===== src/hdl/tccc_pkg.sv =====
// Shared types and constants for the text console cursor controller.
// No dependencies; used by tccc_ctrl, tccc_dpath and the top level.
package tccc_pkg;

    // result action codes
    typedef enum logic [1:0] {
        ACT_DRAW   = 2'd0,
        ACT_SCROLL = 2'd1,
        ACT_CLEAR  = 2'd2
    } t_action;

    // configuration register indexes
    localparam logic [1:0] CFG_COLUMNS = 2'd0;
    localparam logic [1:0] CFG_ROWS    = 2'd1;
    localparam logic [1:0] CFG_FG      = 2'd2;
    localparam logic [1:0] CFG_BG      = 2'd3;

    localparam logic [7:0]  RST_COLUMNS = 8'd80;
    localparam logic [6:0]  RST_ROWS    = 7'd30;
    localparam logic [23:0] RST_FG      = 24'hFFFFFF;
    localparam logic [23:0] RST_BG      = 24'h000000;

    localparam logic [7:0] CH_NL    = 8'h0A;
    localparam logic [7:0] CH_CR    = 8'h0D;
    localparam logic [7:0] CH_BS    = 8'h08;
    localparam logic [7:0] CH_TAB   = 8'h09;
    localparam logic [7:0] CH_SPACE = 8'h20;

    localparam logic [8:0] TAB_STEP = 9'd4;
    localparam logic [8:0] TAB_MASK = 9'h1FC;

    typedef enum logic [1:0] {
        S_IDLE,
        S_EXEC,
        S_LOOP,
        S_NL
    } t_state;

    // controller -> datapath
    typedef struct packed {
        logic take;         // input channel ready
        logic init_loop;    // set up working column, stop and glyph
        logic emit_draw;    // draw at working column, advance it
        logic emit_bs;      // step cursor back and blank that cell
        logic emit_scroll;  // scroll beat
        logic emit_clear;   // clear beat, cursor home
        logic col_zero;     // carriage return
        logic set_col;      // cursor column from working column
        logic newline;      // cursor to start of next line
    } t_cmd;

    // datapath -> controller
    typedef struct packed {
        logic is_clear;
        logic is_nl;
        logic is_cr;
        logic is_bs;
        logic is_prt;       // printable byte or tab
        logic bs_ok;
        logic draw_more;
        logic wrap;
        logic scroll;
        logic out_free;
    } t_status;

endpackage


===== src/hdl/text_console_cursor_control.sv =====
// Text console cursor controller, top level over tccc_ctrl and tccc_dpath; uses tccc_pkg.
// The input byte is registered and decoded in S_EXEC; a line feed then goes through S_NL,
//   a printable byte or tab through the S_LOOP draws, then S_NL on wrap.
// Result beats are registered. A new byte is taken only back in S_IDLE, once the last is done;
//   stalls on the result port hold the sequence.
// Reset (synchronous, active low): cursor home, registers to 80x30, white on black.
module text_console_cursor_control (
    input  logic        i_clk,
    input  logic        i_rst_n,
    input  logic        i_cfg_valid,
    output logic        o_cfg_ready,
    input  logic [1:0]  i_cfg_index,
    input  logic [23:0] i_cfg_data,
    input  logic        i_s_tvalid,
    output logic        o_s_tready,
    input  logic [7:0]  i_s_tdata,   // char_code[7:0]
    input  logic        i_s_tuser,   // mode[0]
    output logic        o_m_tvalid,
    input  logic        i_m_tready,
    // cell_col[7:0], cell_row[14:8], glyph[22:15], fore[46:23], back[70:47],
    // zero fill [71]
    output logic [71:0] o_m_tdata,
    output logic [1:0]  o_m_tuser,   // action[1:0]
    output logic        o_m_tlast    // last
);

    tccc_pkg::t_cmd    w_cmd;
    tccc_pkg::t_status w_st;

    assign o_cfg_ready = 1'b1;
    assign o_s_tready  = w_cmd.take;

    tccc_ctrl u_ctrl (
        .i_clk      (i_clk),
        .i_rst_n    (i_rst_n),
        .i_s_tvalid (i_s_tvalid),
        .i_st       (w_st),
        .o_cmd      (w_cmd)
    );

    tccc_dpath u_dpath (
        .i_clk       (i_clk),
        .i_rst_n     (i_rst_n),
        .i_cfg_valid (i_cfg_valid),
        .i_cfg_index (i_cfg_index),
        .i_cfg_data  (i_cfg_data),
        .i_s_tvalid  (i_s_tvalid),
        .i_s_tuser   (i_s_tuser),
        .i_s_tdata   (i_s_tdata),
        .i_m_tready  (i_m_tready),
        .o_m_tvalid  (o_m_tvalid),
        .o_m_tlast   (o_m_tlast),
        .o_m_tuser   (o_m_tuser),
        .o_m_tdata   (o_m_tdata),
        .i_cmd       (w_cmd),
        .o_st        (w_st)
    );

endmodule


===== src/hdl/tccc_ctrl.sv =====
// Sequencer for the cursor controller: walks one input item through decode,
// draw loop and line feed. Depends on tccc_pkg.
module tccc_ctrl (
    input  logic             i_clk,
    input  logic             i_rst_n,
    input  logic             i_s_tvalid,
    input  tccc_pkg::t_status i_st,
    output tccc_pkg::t_cmd   o_cmd
);

    tccc_pkg::t_state r_state, n_state;

    always_ff @(posedge i_clk) begin
        if (!i_rst_n) begin
            r_state <= tccc_pkg::S_IDLE;
        end else begin
            r_state <= n_state;
        end
    end

    always_comb begin
        n_state = r_state;
        unique case (r_state)
            tccc_pkg::S_IDLE: begin
                if (i_s_tvalid) n_state = tccc_pkg::S_EXEC;
            end
            tccc_pkg::S_EXEC: begin
                priority if (i_st.is_clear) begin
                    if (i_st.out_free) n_state = tccc_pkg::S_IDLE;
                end else if (i_st.is_nl) begin
                    n_state = tccc_pkg::S_NL;
                end else if (i_st.is_bs) begin
                    if (!i_st.bs_ok || i_st.out_free) n_state = tccc_pkg::S_IDLE;
                end else if (i_st.is_prt) begin
                    n_state = tccc_pkg::S_LOOP;
                end else begin
                    n_state = tccc_pkg::S_IDLE;
                end
            end
            tccc_pkg::S_LOOP: begin
                if (!i_st.draw_more) begin
                    n_state = i_st.wrap ? tccc_pkg::S_NL : tccc_pkg::S_IDLE;
                end
            end
            tccc_pkg::S_NL: begin
                if (!i_st.scroll || i_st.out_free) n_state = tccc_pkg::S_IDLE;
            end
            default: n_state = tccc_pkg::S_IDLE;
        endcase
    end

    always_comb begin
        o_cmd = '0;
        unique case (r_state)
            tccc_pkg::S_IDLE: begin
                o_cmd.take = 1'b1;
            end
            tccc_pkg::S_EXEC: begin
                priority if (i_st.is_clear) begin
                    o_cmd.emit_clear = i_st.out_free;
                end else if (i_st.is_nl) begin
                    o_cmd = '0;
                end else if (i_st.is_cr) begin
                    o_cmd.col_zero = 1'b1;
                end else if (i_st.is_bs) begin
                    o_cmd.emit_bs = i_st.bs_ok && i_st.out_free;
                end else if (i_st.is_prt) begin
                    o_cmd.init_loop = 1'b1;
                end else begin
                    o_cmd = '0;
                end
            end
            tccc_pkg::S_LOOP: begin
                if (i_st.draw_more) begin
                    o_cmd.emit_draw = i_st.out_free;
                end else if (!i_st.wrap) begin
                    o_cmd.set_col = 1'b1;
                end
            end
            tccc_pkg::S_NL: begin
                if (i_st.scroll) begin
                    o_cmd.emit_scroll = i_st.out_free;
                    o_cmd.newline     = i_st.out_free;
                end else begin
                    o_cmd.newline = 1'b1;
                end
            end
            default: o_cmd = '0;
        endcase
    end

endmodule


===== src/hdl/tccc_dpath.sv =====
// Datapath of the cursor controller: config registers, cursor, draw loop
// registers and the output register. Depends on tccc_pkg.
module tccc_dpath (
    input  logic              i_clk,
    input  logic              i_rst_n,
    input  logic              i_cfg_valid,
    input  logic [1:0]        i_cfg_index,
    input  logic [23:0]       i_cfg_data,
    input  logic              i_s_tvalid,
    input  logic              i_s_tuser,
    input  logic [7:0]        i_s_tdata,
    input  logic              i_m_tready,
    output logic              o_m_tvalid,
    output logic              o_m_tlast,
    output logic [1:0]        o_m_tuser,
    output logic [71:0]       o_m_tdata,
    input  tccc_pkg::t_cmd    i_cmd,
    output tccc_pkg::t_status o_st
);

    logic [7:0]  r_cols;
    logic [6:0]  r_rows;
    logic [23:0] r_fg, r_bg;
    logic [7:0]  r_col;
    logic [6:0]  r_row;
    logic        r_mode;
    logic [7:0]  r_ch;
    logic [8:0]  r_wcol, r_stop;
    logic [7:0]  r_glyph;

    logic        r_out_valid;
    tccc_pkg::t_action r_act;
    logic [7:0]  r_ocol, r_oglyph;
    logic [6:0]  r_orow;
    logic [23:0] r_ofore, r_oback;
    logic        r_olast;

    logic        w_is_tab;
    logic [8:0]  w_tab_raw, w_tab_stop, w_cols9, w_wcol_inc;
    logic [7:0]  w_row_inc, w_rows8;
    logic [6:0]  w_row_next;
    logic        w_draw_last;

    assign w_cols9    = {1'b0, r_cols};
    assign w_rows8    = {1'b0, r_rows};
    assign w_row_inc  = {1'b0, r_row} + 8'd1;
    assign w_wcol_inc = r_wcol + 9'd1;
    assign w_is_tab   = !r_mode && (r_ch == tccc_pkg::CH_TAB);
    assign w_tab_raw  = ({1'b0, r_col} + tccc_pkg::TAB_STEP) & tccc_pkg::TAB_MASK;
    assign w_tab_stop = (w_tab_raw > w_cols9) ? w_cols9 : w_tab_raw;

    always_comb begin
        o_st.is_clear  = r_mode;
        o_st.is_nl     = !r_mode && (r_ch == tccc_pkg::CH_NL);
        o_st.is_cr     = !r_mode && (r_ch == tccc_pkg::CH_CR);
        o_st.is_bs     = !r_mode && (r_ch == tccc_pkg::CH_BS);
        o_st.is_prt    = w_is_tab || (!r_mode && (r_ch >= tccc_pkg::CH_SPACE));
        o_st.bs_ok     = (r_col != 8'd0);
        o_st.draw_more = (r_wcol < r_stop);
        o_st.wrap      = (r_wcol >= w_cols9);
        o_st.scroll    = (w_row_inc >= w_rows8);
        o_st.out_free  = !r_out_valid || i_m_tready;
    end

    // a scroll pending after the loop makes the final draw not the last beat
    assign w_draw_last = (w_wcol_inc == r_stop) && !((r_stop >= w_cols9) && o_st.scroll);

    always_comb begin
        if (!o_st.scroll) begin
            w_row_next = w_row_inc[6:0];
        end else if (r_rows != 7'd0) begin
            w_row_next = r_rows - 7'd1;
        end else begin
            w_row_next = 7'd0;
        end
    end

    always_ff @(posedge i_clk) begin
        if (!i_rst_n) begin
            r_cols <= tccc_pkg::RST_COLUMNS;
            r_rows <= tccc_pkg::RST_ROWS;
            r_fg   <= tccc_pkg::RST_FG;
            r_bg   <= tccc_pkg::RST_BG;
        end else if (i_cfg_valid) begin
            unique case (i_cfg_index)
                tccc_pkg::CFG_COLUMNS: r_cols <= i_cfg_data[7:0];
                tccc_pkg::CFG_ROWS:    r_rows <= i_cfg_data[6:0];
                tccc_pkg::CFG_FG:      r_fg   <= i_cfg_data;
                tccc_pkg::CFG_BG:      r_bg   <= i_cfg_data;
                default: ;
            endcase
        end
    end

    always_ff @(posedge i_clk) begin
        if (!i_rst_n) begin
            r_col <= 8'd0;
            r_row <= 7'd0;
        end else begin
            if (i_cmd.emit_clear) begin
                r_col <= 8'd0;
                r_row <= 7'd0;
            end else if (i_cmd.newline) begin
                r_col <= 8'd0;
                r_row <= w_row_next;
            end else if (i_cmd.col_zero) begin
                r_col <= 8'd0;
            end else if (i_cmd.emit_bs) begin
                r_col <= r_col - 8'd1;
            end else if (i_cmd.set_col) begin
                r_col <= r_wcol[7:0];
            end
        end
    end

    always_ff @(posedge i_clk) begin
        if (i_cmd.take && i_s_tvalid) begin
            r_mode <= i_s_tuser;
            r_ch   <= i_s_tdata;
        end
        if (i_cmd.init_loop) begin
            r_wcol  <= {1'b0, r_col};
            r_stop  <= w_is_tab ? w_tab_stop : ({1'b0, r_col} + 9'd1);
            r_glyph <= w_is_tab ? tccc_pkg::CH_SPACE : r_ch;
        end else if (i_cmd.emit_draw) begin
            r_wcol <= w_wcol_inc;
        end
    end

    always_ff @(posedge i_clk) begin
        if (!i_rst_n) begin
            r_out_valid <= 1'b0;
        end else if (i_cmd.emit_draw || i_cmd.emit_bs || i_cmd.emit_scroll
                     || i_cmd.emit_clear) begin
            r_out_valid <= 1'b1;
        end else if (i_m_tready) begin
            r_out_valid <= 1'b0;
        end
    end

    always_ff @(posedge i_clk) begin
        if (i_cmd.emit_draw) begin
            r_act    <= tccc_pkg::ACT_DRAW;
            r_ocol   <= r_wcol[7:0];
            r_orow   <= r_row;
            r_oglyph <= r_glyph;
            r_ofore  <= r_fg;
            r_oback  <= r_bg;
            r_olast  <= w_draw_last;
        end else if (i_cmd.emit_bs) begin
            r_act    <= tccc_pkg::ACT_DRAW;
            r_ocol   <= r_col - 8'd1;
            r_orow   <= r_row;
            r_oglyph <= tccc_pkg::CH_SPACE;
            r_ofore  <= r_fg;
            r_oback  <= r_bg;
            r_olast  <= 1'b1;
        end else if (i_cmd.emit_scroll) begin
            r_act    <= tccc_pkg::ACT_SCROLL;
            r_ocol   <= 8'd0;
            r_orow   <= 7'd0;
            r_oglyph <= 8'd0;
            r_ofore  <= 24'd0;
            r_oback  <= 24'd0;
            r_olast  <= 1'b1;
        end else if (i_cmd.emit_clear) begin
            r_act    <= tccc_pkg::ACT_CLEAR;
            r_ocol   <= 8'd0;
            r_orow   <= 7'd0;
            r_oglyph <= 8'd0;
            r_ofore  <= 24'd0;
            r_oback  <= r_bg;
            r_olast  <= 1'b1;
        end
    end

    assign o_m_tvalid = r_out_valid;
    assign o_m_tlast  = r_olast;
    assign o_m_tuser  = r_act;
    assign o_m_tdata  = {1'b0, r_oback, r_ofore, r_oglyph, r_orow, r_ocol};

    a_one_emit: assert property (@(posedge i_clk) disable iff (!i_rst_n)
        $onehot0({i_cmd.emit_draw, i_cmd.emit_bs, i_cmd.emit_scroll, i_cmd.emit_clear}))
        else $error("more than one result beat loaded at once");

    a_draw_in_range: assert property (@(posedge i_clk) disable iff (!i_rst_n)
        i_cmd.emit_draw |-> (r_wcol < r_stop))
        else $error("draw past the loop stop");

    a_clear_homes: assert property (@(posedge i_clk) disable iff (!i_rst_n)
        i_cmd.emit_clear |=> (r_col == 8'd0) && (r_row == 7'd0))
        else $error("cursor not home after clear");

    a_emit_slot_free: assert property (@(posedge i_clk) disable iff (!i_rst_n)
        (i_cmd.emit_draw || i_cmd.emit_bs || i_cmd.emit_scroll || i_cmd.emit_clear)
        |-> (!r_out_valid || i_m_tready))
        else $error("result beat overwritten before it was taken");

endmodule

===== config.mk =====
export PLATFORM = sky130hd
export DESIGN_NAME = text_console_cursor_control
export DESIGN_NICKNAME = d
export VERILOG_FILES = /design/src/hdl/tccc_pkg.sv /design/src/hdl/text_console_cursor_control.sv /design/src/hdl/tccc_ctrl.sv /design/src/hdl/tccc_dpath.sv
export SDC_FILE = /design/constraint.sdc
export NUM_CORES = 1
export LEC_CHECK = 0
export ABC_AREA = 0
export BUFFER_PORTS_ARGS = -buffer_cell sky130_fd_sc_hd__buf_2
export CORE_UTILIZATION = 53
export DETAILED_ROUTE_END_ITERATION = 8
export PLACE_DENSITY = 0.83
export SKIP_LAST_GASP = 1
export SYNTH_ARGS = -nofsm -noshare
export SYNTH_HDL_FRONTEND = slang
export SYNTH_SLANG_ARGS = --single-unit

===== constraint.sdc =====
create_clock -name i_clk -period 5.35 [get_ports i_clk]
set_input_delay 0.2675 -clock i_clk [delete_from_list [all_inputs] [get_ports i_clk]]
set_output_delay 0.2675 -clock i_clk [all_outputs]
set_load 0.01 [all_outputs]

==> reports/metrics.yaml <==
critical_path:
  crit_buf_inv: 2
  crit_chain: "ha_1 -> nand3_1 -> nor2_1 -> xor2_1 -> ha_1 -> o2111ai_1 -> o21ai_1 -> o21ai_1 -> buf_4 -> nand4_1 -> buf_4"
  cp_max_fo: 41
  required_ns: 5.43
  startpoint_type: "flop"
  crit_arrival_ns: 3.40
  cp-end-kind: "flop"
  reg2reg_setup_slack_ns: 2.02
  critical-path-max-stage-delay_ns: 0.48
  cp_top_family: "buffers and inverters"
  cp_slowest_cell: "buf_4"
  critPathKind: "reg -> reg"
sta:
  max_slew_margin: 0.303
  finClkSkew_ns: 0.0109
  finalCriticalPeriod_ns: 3.33
  hold_slack_ns: 0.0466
  timing_max_transition_violations_final: 0
  worst_slack_ns: 2.02
  setup_violations: 0
  rsz0062_at_grt: "no"
  fmax_ghz: 0.301
  worst_pin_slew_ns: 1.04
  fin_tns_setup_ns: 0
  finalCritPeriodShare: 0.622
  hold_violations: 0
global_route:
  track_usage: 0.244
  grt_overflow: 0
  grt_max_degree: 72
  grt_pass1_vias: 6630
  antenna_found_initial: 0
  grt_pass1_wl_um: 33800
final_layout:
  seq_area_mm2: 0.00486
  area_growth_pct: 15.0
  final_area_mm2: 0.0106
  fin_cells: 1242
  antenna_cells: 0
  final_cell_mix: "nand2_1 (147), buf_2 (115), edfxtp_1 (106)"
  fin_nets: 1095
  multi_input_area_mm2: 0.00399
  drive_gt1_frac: 0.175
  n_fill_cell: 1342
  final_common_cell: "nand2_1"
  postLayoutCoreUtil: 0.632
clock_tree:
  numCtsBuffers: 17
  clock_path_buffers: 2
  clockRootBuffer: "clkbuf_16"
  post_cts.repair.setup_buffers: 0
  tritoncts: "done"
  clk_pin_slew_ns: 0.08
  htreeDepth: 4
  insertion_delay_ns: 0.44
  cts_sinks: 190
floorplan:
  die_x_um: 134
  core-area_mm2: 0.0168
  die_y_um: 134
  start_util: 0.550
  die-area_mm2: 0.0179
  io_pins: 118
  rows: 47
run:
  maxCapViolCount: 0
power_and_ir_drop:
  p_leak_nw: 4.29
  power.total_mw: 3.97
  ir_drop_mv: 0.270
  powerDensity_mw_per_mm2: 375
detailed_routing:
  drt.antenna.violating_nets: 0
  wirelength_um: 21400
  wl_met2_um: 10200
  vias: 7085
  drt_iter0_drc: 452
  top_layer_used: "met4"
  avgViaCountPerCell: 5.70
  routedWlPerCell_um: 17.2
  drc: 0
  wl_met3_um: 1380
  first_pass_iters: 5
  m1WireLength_um: 9280
yosys:
  synth_edf_count: 106
  syn-num-nets: 996
  async_flop_share: 0
  syn_area_per_cell_um2: 10.1
  ys.flop_type: "edfxtp_1"
  synth_top_cell_by_area: "edfxtp_1"
  ys_warn_count: 0
  synth_area_mm2: 0.00922
  ys_types: 76
  synthCells: 910
  ys_seq_elements: 190
  ys_seq_area_frac: 0.528
  synth_area_leaders: "edfxtp_1 (35%), dfxtp_1 (18%), ha_1 (6.2%), nand2_1 (6.0%), nand3_1 (3.1%)"
  synth_top_area_share: 0.345
placed_design:
  port_buffers: 115
  dp_cells: 1201
  finalWeightedCongestion: 0.910
  hpwl_um: 14900
  placed_area_mm2: 0.00990
  post-place-ws_ns: 2.07
min_path:
  min_path_type: "in -> reg"
run_status:
  status: "finished, final reports clean"
## report_power, final
| part | switching (mW) | internal, mW |
|---|---|---|
| Clock | 0.634 | 0.635 |
| Sequential | 0.128 | 1.81 |
| Combinational | 0.481 | 0.288 |
| Total | 1.24 | 2.73 |
## layout make-up
class / instances / share of cell area
Timing Repair Buffer: 130 / 0.0670
Clock inverter: 15 / 0.0174
Inverter: 40 / 0.0142
Tap cell: 220 / 0.0260
Multi-Input combinational cell: 630 / 0.376
Sequential cell: 190 / 0.459
Clock buffer: 17 / 0.0401
## final timing paths
kind               startpoint             endpoint  depth (start not counted)
min reg2reg  u_dpath.r_fg[15]     u_dpath.r_fg[15]                          2
max reg2reg  u_dpath.r_row[0]  u_dpath.r_oglyph[3]                         11
min            i_cfg_data[12]     u_dpath.r_fg[12]                          3
max          u_dpath.r_row[0]  u_dpath.r_oglyph[3]                         11
## sequential cells by signal, indices dropped and copies added (netlist names), 8 cells and up
signal and cells:
u_dpath.r_fg 24, u_dpath.r_oback 24, u_dpath.r_ocol 8, u_dpath.r_stop 9
u_dpath.r_ch 8, u_dpath.r_ofore 24, u_dpath.r_wcol 9, u_dpath.r_col 8
u_dpath.r_cols 8, u_dpath.r_glyph 8, u_dpath.r_oglyph 8, u_dpath.r_bg 24
## cell usage after synthesis, types with 3 or more instances
master	instances
and3_1	11
a22o_1	3
edfxtp_1	106
buf_2	9
nor3_1	12
a211oi_1	3
a211oi_2	3
xor2_1	10
nor2b_1	38
ha_1	46
o221a_2	3
nand3_1	58
a211o_1	3
nor2_1	41
a311oi_1	3
or2_2	3
o21ai_0	14
o211ai_1	10
a2bb2oi_1	3
nand2b_1	7
nand2_1	147
o21ai_1	5
and2_1	36
a21o_1	9
and4_1	4
a21boi_0	27
nor4_1	3
a21oi_1	34
nand4_1	6
o221ai_1	3
o31ai_1	6
clkbuf_1	36
xnor2_1	20
dfxtp_1	84
inv_1	40
or3_1	3
o22ai_1	4
a31oi_1	5
o21a_1	4
## repair_timing
item	in CTS	in global routing
hold endpoints to repair	9	0
resized for setup	0	0
endpoints found under the setup margin	0	0
hold buffers	9	0
## metal layers
metal | GRT usage | vias up
li1 | - | 3407
met1 | 0.328 | 3360
met2 | 0.390 | 277
met3 | 0.0484 | 41
met4 | 0.0934 | 0
met5 | 0 | -
## logic make-up (layout without fill, tap and decap cells)
family                   count (synthesis)  after routing  synth area share
flip-flops                             190            190             0.528
adder cells (fa/ha/maj)                 46             46            0.0624
buffers and inverters                   90            202            0.0396
AO/OA/AOI/OAI                          165            165             0.130
AND/OR/NAND/NOR                        385            385             0.209
multiplexers                             2              2           0.00231
XOR/XNOR                                30             30            0.0285
other                                    2              2          0.000815
## worst reg2reg max path, stage by stage, from the launching register on
cell and delay [ns]:
dfxtp_1 0.42, ha_1 0.28, nand3_1 0.20, nor2_1 0.17
xor2_1 0.10, ha_1 0.31, o2111ai_1 0.12, o21ai_1 0.39
o21ai_1 0.10, buf_4 0.22, nand4_1 0.14, buf_4 0.48
Power figures use the tool's default switching activity.
